--- src/hw/rtl/asymmetric_ewma_per_bin_unit_macros.svh ---
// ----------------------------------------------------------------------------
// Asymmetric EWMA per-bin unit: assertion macros
// Concurrent check wrappers; empty when SYNTH is defined.
// ----------------------------------------------------------------------------
`ifndef ASYMMETRIC_EWMA_PER_BIN_UNIT_MACROS_SVH
`define ASYMMETRIC_EWMA_PER_BIN_UNIT_MACROS_SVH

`ifndef SYNTH

// checked only outside reset
`define AEWMA_ASSERT(lbl, clk, rst_n, prop) \
  lbl: assert property (@(posedge clk) disable iff (!rst_n) prop) \
    else $error("aewma assertion failed");

// checked on every edge, reset included
`define AEWMA_ASSERT_ALWAYS(lbl, clk, prop) \
  lbl: assert property (@(posedge clk) prop) \
    else $error("aewma assertion failed");

`else

`define AEWMA_ASSERT(lbl, clk, rst_n, prop)
`define AEWMA_ASSERT_ALWAYS(lbl, clk, prop)

`endif

`endif

--- src/hw/rtl/aewma_pkg.sv ---
// ----------------------------------------------------------------------------
// Asymmetric EWMA per-bin unit: package
// Field widths, register indexes and shared control types.
// ----------------------------------------------------------------------------
package aewma_pkg;

  localparam int SAMPLE_W  = 24;
  localparam int FLEN_W    = 11;
  localparam int CFG_W     = 17;
  localparam int CFG_IDX_W = 2;
  localparam int DIFF_W    = SAMPLE_W + 1;

  localparam logic [CFG_IDX_W-1:0] REG_WT_RISE = 2'd0;
  localparam logic [CFG_IDX_W-1:0] REG_WT_FALL = 2'd1;

  localparam logic [CFG_W-1:0] ALPHA_RESET = 17'd32768;

  typedef logic signed [SAMPLE_W-1:0] sample_t;

  // per-request frame control
  typedef struct packed {
    logic clear;
    logic last;
  } ctl_t;

  // pipeline status towards the input side
  typedef struct packed {
    logic space;
    logic hazard;
  } pipe_stat_t;

endpackage

--- src/hw/rtl/aewma_seq.sv ---
// ----------------------------------------------------------------------------
// Asymmetric EWMA per-bin unit: frame sequencer
// Tracks frame length, position and the clear flag of the current frame.
// ----------------------------------------------------------------------------
module aewma_seq #(
  parameter int FRAME_MAX = 1024,
  localparam int IDX_W = (FRAME_MAX > 1) ? $clog2(FRAME_MAX) : 1,
  localparam int LEN_W = $clog2(FRAME_MAX + 1)
) (
  input  logic                           clk,
  input  logic                           rst_n,
  input  logic                           acc,
  input  logic [aewma_pkg::FLEN_W-1:0]   frame_len,
  output logic [IDX_W-1:0]               idx,
  output aewma_pkg::ctl_t                ctl,
  output logic                           fresh
);

  localparam int CMP_W = (LEN_W > aewma_pkg::FLEN_W) ? LEN_W : aewma_pkg::FLEN_W;

  logic             fresh_r;
  logic             clear_r;
  logic [LEN_W-1:0] len_r;
  logic [IDX_W-1:0] pos_r;

  logic [CMP_W-1:0] flen_ext;
  logic [LEN_W-1:0] len_sat;
  logic [LEN_W-1:0] cur_len;
  logic [IDX_W-1:0] cur_pos;
  logic [LEN_W-1:0] pos_inc;
  logic             cur_clr;
  logic             cur_last;

  always_comb begin
    flen_ext = CMP_W'(frame_len);
    if (flen_ext == '0) begin
      len_sat = LEN_W'(1);
    end else if (flen_ext > CMP_W'(FRAME_MAX)) begin
      len_sat = LEN_W'(FRAME_MAX);
    end else begin
      len_sat = LEN_W'(flen_ext);
    end
  end

  assign cur_len  = fresh_r ? len_sat : len_r;
  assign cur_clr  = fresh_r ? (len_sat != len_r) : clear_r;
  assign cur_pos  = fresh_r ? '0 : pos_r;
  assign pos_inc  = LEN_W'(cur_pos) + LEN_W'(1);
  assign cur_last = (pos_inc >= cur_len);

  always_ff @(posedge clk) begin
    if (!rst_n) begin
      fresh_r <= 1'b1;
      clear_r <= 1'b0;
      len_r   <= '0;
      pos_r   <= '0;
    end else if (acc) begin
      fresh_r <= cur_last;
      clear_r <= cur_clr;
      len_r   <= cur_len;
      pos_r   <= cur_last ? '0 : IDX_W'(pos_inc);
    end
  end

  assign idx       = cur_pos;
  assign ctl.clear = cur_clr;
  assign ctl.last  = cur_last;
  assign fresh     = fresh_r;

endmodule

--- config.mk ---
export PLATFORM = sky130hd
export DESIGN_NAME = aewma_seq
export DESIGN_NICKNAME = d
export VERILOG_FILES = /design/src/hw/rtl/asymmetric_ewma_per_bin_unit_macros.svh /design/src/hw/rtl/aewma_pkg.sv /design/src/hw/rtl/aewma_seq.sv
export SDC_FILE = /design/constraint.sdc
export NUM_CORES = 1
export LEC_CHECK = 0
export BUFFER_PORTS_ARGS = -buffer_cell sky130_fd_sc_hd__buf_2
export CORE_MARGIN = 2
export CORE_UTILIZATION = 40
export DETAILED_ROUTE_END_ITERATION = 16
export GPL_TIMING_DRIVEN = 0
export PLACE_DENSITY_LB_ADDON = 0.2
export SLEW_MARGIN = 10
export SYNTH_ARGS = -nofsm -noshare
export SYNTH_HDL_FRONTEND = slang
export SYNTH_SLANG_ARGS = --single-unit
export TNS_END_PERCENT = 100
--- constraint.sdc ---
create_clock -name clk -period 9.75 [get_ports clk]
set_input_delay 0.4875 -clock clk [delete_from_list [all_inputs] [get_ports clk]]
set_output_delay 0.4875 -clock clk [all_outputs]
set_load 0.02 [all_outputs]
==> results.txt, run 1 <==
In the post-route analysis, the smallest setup slack over all paths is about 5000 ps. The tightest hold path in the finished design has a slack of 489 ps. The via count of the first global-routing pass is about 1.7k.

The final-layout fill cell count is approximately 440. The transition at the pin with the smallest max-transition slack is 635 ps. The total power density per cell area is 109 mW/mm^2. The number of clock sinks seen by CTS came out at 23. Entering global routing, the biggest net connects 13 pins. The routed wire length per instance came out at 15.4 um. Max-cap violations in this run came to 0. Clock latency on the worst-skew pair, taken at its later pin, is ~270 ps. The area of the die is 0.00511 mm^2. The die width is 71.5 um. Summed over its instances, the top area cell type makes up approximately a quarter of the synthesized netlist area. The buffer cell driving the clock tree root is sky130_fd_sc_hd__clkbuf_8. In the routed design, unresolved DRC markers number 0.

The maximum buffer depth of the clock tree came out at 2. The peak per-stage delay on the critical path is roughly 550 ps. The final antenna-violating net count is 0. The first detailed-routing pass ran for 4 iterations. The share of the cycle needed by the critical path after routing is 48.9%. After the first detailed-routing iteration, the DRC count stood at just over 80. The total nets after synthesis is roughly 250. In the routed layout, each cell is associated on average with a via count of 5.74. The number of gates resized after cts came out at 0. Measured along the y axis, the die boundary spans around 70 um. The global placer's final weighted congestion is 0.861. The sequential area share after synthesis came out at 25.3%. Headroom to the max-slew limit came out at 57.7%. The final count of negative-setup-slack endpoints is 0.

The sort of element at the end of the critical path is a primary output. The hold path depth came out at 2. Detailed routing inserted a total of 1,732 vias. The routed wire length came out at 4.66 mm.

The overall track demand over capacity in global routing came out at 19.4%. The synthesized design contains 23 register bits. The maximum vdd ir drop came out at 54.4 uV.

The cell type with the largest total area after synthesis is sky130_fd_sc_hd__dfxtp_1. The level count of the clock H-tree is 1. The finished layout cell area is a little over 0.002 mm^2. Counting flops with an async set or reset pin after synthesis yields a share of 0%. By instance count, the cell type seen most on the critical path is sky130_fd_sc_hd__and3_1. During I/O placement, the number of pins put on the boundary was 27. The core region is 0.00438 mm^2. In this run the static leakage power is 0.877 nW.

The layout overhead on the synthesized area came out at 12.9%. The prevailing post-synth register cell is sky130_fd_sc_hd__dfxtp_1. TritonCTS built the clock tree. For this run, the number of Yosys warnings is 0.

The maximum frequency from static timing analysis is between 200 and 250 MHz. Setup repair after global routing left no endpoint under its margin. The fraction of final layout cells sized beyond drive strength 1 came out at 17.6%. The site row count is 24.

Clock-pin slew was measured on the worst setup and hold paths at 80 ps. The total negative slack came out at 0 ps. The area of combinational cells with multiple inputs is roughly 0.0012 mm^2. The register area came out at 460 um^2. The first global-routing pass estimated 8.01 mm of wire.

The number of buffers inserted for hold repair after clock tree synthesis came out at 0. The number of buffer cells added on primary ports is 25. The number of antenna violations at the first check in global routing is 0. The number of cell instances on the worst register-to-register path came out at 14. The post-CTS setup buffer count came out at 0.

Along the worst path, the maximum fanout reaches 10. The hold violation count in the final report is 0. The critical path data required time came out at 9260 ps. The number of inserted diodes is 0.

The critical path goes through clkbuf_1 > buf_6 > nor2b_1 > ha_1 > and3_1 > and3_1 > and3_1 > ha_1 > a211oi_1 > nand2_1 > a221oi_2 > or2_1 > inv_2 > buf_4 > buf_2. The placed wire-length estimate after detailed placement came out at 3.57 mm. The maximum clock skew at final layout came out at 1.32 ps. By startpoint and endpoint, the worst setup path is classified as reg2out. The worst hold path belongs to the class reg2reg. The run finished with clean final reports. The clock period minus final worst setup slack is 4770 ps. The leftover overflow at the end of global routing is 0.

The worst setup slack before clock tree synthesis is roughly 5300 ps. STA classifies the critical path startpoint as a register. After detailed placement, the total cell area comes to around 0.0020 mm^2. The effective utilization at floorplan is 41.6%.

In the final design database the tool counted 277 nets. The overall power is approximately 0.22 mW. Across all register-to-register paths, the minimum setup slack is between 5000 and 6000 ps. The slowest stage cell on the critical path is sky130_fd_sc_hd__dfxtp_1. The count of pins over their slew limit is 0. The number of cells produced by synthesis is 221.

The arrival time of data at the critical path endpoint is 4280 ps. The number of buffers added by the clock tree synthesis step came out at 3. The average footprint of a synthesized cell came out at about 8.2 um^2. The synthesized design contains 0 enable-type register cells. By area the synthesized netlist is led by sky130_fd_sc_hd__dfxtp_1 25%, sky130_fd_sc_hd__ha_1 8.2%, sky130_fd_sc_hd__a211oi_1 4.5%, sky130_fd_sc_hd__nor2b_1 4.5%, sky130_fd_sc_hd__nor2_1 4.1%. After synthesis the cells add up to 0.00182 mm^2.

The count of unique library cells instantiated by Yosys is 57.
-- stage by stage --
step | instances | utilization, %
2_1_floorplan | 221 | -
6_report | 302 | 46.9
3_3_place_gp | 298 | 45.9
4_1_cts | 302 | 46.9
3_5_place_dp | 298 | 45.9
5_1_grt | 302 | 46.9
-- critical path: cells and delay by family, from the launching register on --
kind | cells | cell delay, ps
adders and majority gates | 2 | 520
and+or+nand+nor | 6 | 1060
buffers and inverters | 5 | 1130
AOI/OAI and AO/OA | 2 | 740
DFF | 1 | 550
-- area by class of cell --
class	count	share of cell area, %
buffer	13	4.07
inverter	9	1.64
clock buffer	4	2.19
tap	52	3.16
sequential	23	22.4
timing repair buffer	25	6.08
multi-input combinational	176	60.5
-- power breakdown --
part	switching, mW	internal (mW)
Sequential	0.00558	0.0984
Combinational	0.0336	0.0246
Clock	0.0322	0.0293
-- layout by cell type (no fill, tap or decap), drive strengths merged, types with 3 or more instances in the layout --
cell / count
a21oi: 12
a2bb2oi: 6
buf: 29
nor4: 3
inv: 8
o31ai: 3
nand2b: 8
nor2: 20
nand2: 16
clkbuf: 13
a32o: 3
o21ai: 6
nand3: 4
xor2: 6
o211ai: 8
xnor2: 6
nor2b: 13
ha: 12
nor3: 3
and3: 4
a211oi: 12
mux2i: 3
dfxtp: 23
-- path summary, 6_finish.rpt --
check,start,endpoint
worst max-delay path,fresh,ctl[0]
worst min-delay path,pos_r[6],pos_r[6]
worst max register to register,fresh,pos_r[8]
worst min register to register,pos_r[6],pos_r[6]
-- cell families (layout without fill, tap and decap cells) --
group                      after synthesis  in the layout  synth area share (%)
AOI/OAI and AO/OA                       65             65                  27.5
xor gates and xnor gates                12             12                  5.77
adders and majority gates               12             12                  8.24
buffers and inverters                   22             51                  6.45
DFF                                     23             23                  25.3
muxes                                    4              4                  2.26
and+or+nand+nor                         83             83                  24.6
-- metal layers --
layer / wire length, um / part of all wire [%] / vias up / global-route usage, %
met2: 2080 / 45 / 51 / 31.6
met5: 0 / 0 / - / 0
met3: 187 / 4.0 / 5 / 1.97
li1: - / - / 877 / -
met1: 2350 / 50 / 799 / 26.9
met4: 53 / 1.1 / 0 / 6.71
-- flip-flops by register name, summed over array words and instances, names as in the netlist --
signal and flops:
clear_r 1, fresh 1, len_r 11, pos_r 10
-- synthesized netlist by cell type, types with 2 or more instances --
library cell and instances:
sky130_fd_sc_hd__a211oi_1 11, sky130_fd_sc_hd__a21oi_1 12, sky130_fd_sc_hd__a2bb2oi_1 6, sky130_fd_sc_hd__a32o_1 3
sky130_fd_sc_hd__and3_1 4, sky130_fd_sc_hd__buf_4 2, sky130_fd_sc_hd__clkbuf_1 7, sky130_fd_sc_hd__clkbuf_8 2
sky130_fd_sc_hd__dfxtp_1 23, sky130_fd_sc_hd__ha_1 12, sky130_fd_sc_hd__inv_1 7, sky130_fd_sc_hd__mux2i_1 3
sky130_fd_sc_hd__nand2_1 16, sky130_fd_sc_hd__nand2b_1 8, sky130_fd_sc_hd__nand3_1 4, sky130_fd_sc_hd__nand3b_1 2
sky130_fd_sc_hd__nand4_1 2, sky130_fd_sc_hd__nor2_1 20, sky130_fd_sc_hd__nor2b_1 13, sky130_fd_sc_hd__nor3_1 3
sky130_fd_sc_hd__nor4_1 2, sky130_fd_sc_hd__o2111ai_1 2, sky130_fd_sc_hd__o211ai_1 7, sky130_fd_sc_hd__o21ai_0 4
sky130_fd_sc_hd__o21ai_1 2, sky130_fd_sc_hd__o31ai_1 3, sky130_fd_sc_hd__xnor2_1 6, sky130_fd_sc_hd__xor2_1 6
Power figures use the tool's default switching activity.
==> run 2, diff against run 1 <==
==> constraint.sdc (replaced) <==
create_clock -name clk -period 4.6 [get_ports clk]
set_input_delay 0.23 -clock clk [delete_from_list [all_inputs] [get_ports clk]]
set_output_delay 0.23 -clock clk [all_outputs]
set_load 0.02 [all_outputs]
==> results.txt, run 2 (same netlist as run 1, synthesis figures left out) <==
The final core utilization came out at 47.2%. The final count of negative-setup-slack endpoints is 0. The switching fraction of total power came out at 32.0%. The number of buffers inserted for hold repair after clock tree synthesis came out at 0. Measured along the x axis, the die boundary spans 71.5 um. Summing over every cut layer, the via total after detailed routing is around 1.7k.

In this run the clock root is driven by a sky130_fd_sc_hd__clkbuf_8. For the final database, setup skew stands at 1.49 ps. The area of the core is 0.00438 mm^2. Among all stages on the critical path, the largest delay is contributed by sky130_fd_sc_hd__dfxtp_1.

The number of buffers added by the clock tree synthesis step is 3. The placed wire-length estimate after detailed placement came out at 3.57 mm. The first-pass GRT wire length came out at 8.01 mm. The initial DRC count came out at 92. The leading cell type in the layout, fill and taps excluded is sky130_fd_sc_hd__buf_2.

The clock period minus final worst setup slack is 4230 ps. The count of pins over their slew limit is 0. The maximum number of pins on one net before global-route repair came out at 13. In this run the static leakage power is 0.882 nW. The site row count came out at 24. The arrival time of data at the critical path endpoint is 4000 ps. In this run the worst path has a maximum fanout of 10. CTS saw 23 sinks. Before antenna repair, the detailed router went through 4 iterations.

Sequential cells burn 46.2% of the power. The leftover overflow at the end of global routing is 0. The area growth from synthesis to layout is 13.6%. The most numerous cell type found on the critical path is sky130_fd_sc_hd__and3_1. The share of the cycle needed by the critical path after routing is 92.0%. Power spread over the standard cell area amounts to 230 mW/mm^2. The maximum buffer depth of the clock tree came out at 2.

The maximum frequency from static timing analysis is 236 MHz. Summed over all failing endpoints, the final setup total negative slack is 0 ps. The routed wire length per instance is 15.4 um.

The reported max-cap violation count came out at 0. The cell family contributing the most delay on the critical path is simple AND/OR/NAND/NOR gates. Setup repair after global routing left no endpoint under its margin. The overall track demand over capacity in global routing is between 10% and 20%. The post-CTS clock slew at the launch and capture registers of the worst setup and hold paths is around 80 ps. The number of antenna violations at the first check in global routing is 0.

The fraction of final layout cells sized beyond drive strength 1 came out at 18.0%. The internal power component is ~0.32 mW. In this run the count of I/O pins placed on the die edge is 27. The clock latency of the later-clocked register in the worst-skew pair came out at 270 ps. The number of inserted diodes came out at 0. The DRC violations left is 0. For the pin with the worst max-slew slack, the measured transition is around 570 ps.

The sort of element at the end of the critical path is a primary output. The path class of the lowest-slack min-delay path is in2reg. The number of buffers and inverters on the critical path is 5. The maximum vdd ir drop came out at 115 uV. The overall die height came out at 71.5 um.

Gates resized during post-CTS repair numbered 0. On the worst path, the slowest cell contributes a delay of approximately 560 ps. The post-CTS setup buffer count came out at 0.

The share of total power in the clock network is 27.2%. The library cells used most frequently in the layout, excluding fill and tap cells, are 25 x sky130_fd_sc_hd__buf_2, 23 x sky130_fd_sc_hd__dfxtp_1, 20 x sky130_fd_sc_hd__nor2_1. The reg2reg setup slack is 690 ps. The effective utilization at floorplan came out at 41.6%. Walking the worst path, the cells encountered are clkbuf_2 > buf_6 > nor2b_1 > ha_1 > and3_1 > and3_1 > and3_1 > ha_1 > a211oi_1 > nand2_1 > a221oi_4 > or2_1 > inv_2 > buf_4 > buf_2. The level count of the clock H-tree came out at 1. The run finished with clean final reports. The startpoint type of the worst setup path is a register. The fraction of power consumed by combinational cells is 26.5%. Port buffering added 25 buffers. The register with the most flip-flops is len_r. The largest registers in the layout are len_r x11, pos_r x10.

Dividing the detail-routed via count by the number of cells gives 5.63. The final antenna-violating net count is 0. The hold violation count in the final report is 0.

The routed wire length came out at 4.65 mm. Data on the critical path is required at its endpoint by 4370 ps. The net load switching power came out at 0.152 mW.

The global placer's final weighted congestion came out at approximately 0.86. The worst pin sits at a relative slew slack of 61.8%. The worst setup path is of the reg2out kind. The area of the die is 0.00511 mm^2. The number of flip-flops under the largest register name is 11. The final net count is 277. The TritonCTS clock tree is yes. The via count of the first global-routing pass is 1,728.
-- run 2: cell counts in the layout (fill, tap and decap cells not counted) --
Identical to the previous run, type by type.
-- run 2: worst register-to-register path: cells and delay by family, from the launching register on --
family / cells / cell delay, ps
DFF: 1 / 560
AOI/OAI and AO/OA: 3 / 1010
adders and majority gates: 2 / 520
and+or+nand+nor: 6 / 1080
buffers and inverters: 3 / 640
-- run 2: metrics by stage --
step                      total power, mW  cell area (um^2)  hold WS, ps  std cells  setup slack (ps)
after global routing                0.505              2070          264        302              62.6
after floorplan                     0.312              1820          356        221               961
after global placement              0.347              2010          470        298               359
after detailed placement            0.348              2010          478        298               389
final                               0.477              2070          253        302               366
after CTS                           0.478              2060          250        302              70.9
-- run 2: path summary, 6_finish.rpt --
check	from	to	depth (start not counted)
min	rst_n	len_r[0]	3
min reg2reg	pos_r[6]	pos_r[6]	2
max	fresh	ctl[0]	15
max reg2reg	fresh	pos_r[8]	14
-- run 2: final cells by class --
type                            instances  area [um^2]
Buffer                                 13         85.1
Clock buffer                            4         45.0
Fill cell                             438         2310
Inverter                                9         33.8
Multi-Input combinational cell        176         1260
Sequential cell                        23          460
Tap cell                               52         65.1
Timing Repair Buffer                   25          125
-- run 2: power groups by stage --
stage / registers, mW / logic, mW / clock network, mW
2_1_floorplan: 0.222 / 0.0901 / 0
3_3_place_gp: 0.225 / 0.122 / 0
3_5_place_dp: 0.225 / 0.123 / 0
4_1_cts: 0.220 / 0.124 / 0.134
5_1_grt: 0.222 / 0.140 / 0.143
6_report: 0.220 / 0.127 / 0.130
-- run 2: metal layers --
layer / global-route usage (%) / vias up / part of all wire (%) / wire (um)
met3: 1.97 / 5 / 3.6 / 166
met4: 6.71 / 0 / 1.1 / 53
li1: - / 876 / - / -
met1: 26.9 / 782 / 51 / 2360
met2: 31.6 / 36 / 45 / 2080
met5: 0 / - / 0 / 0
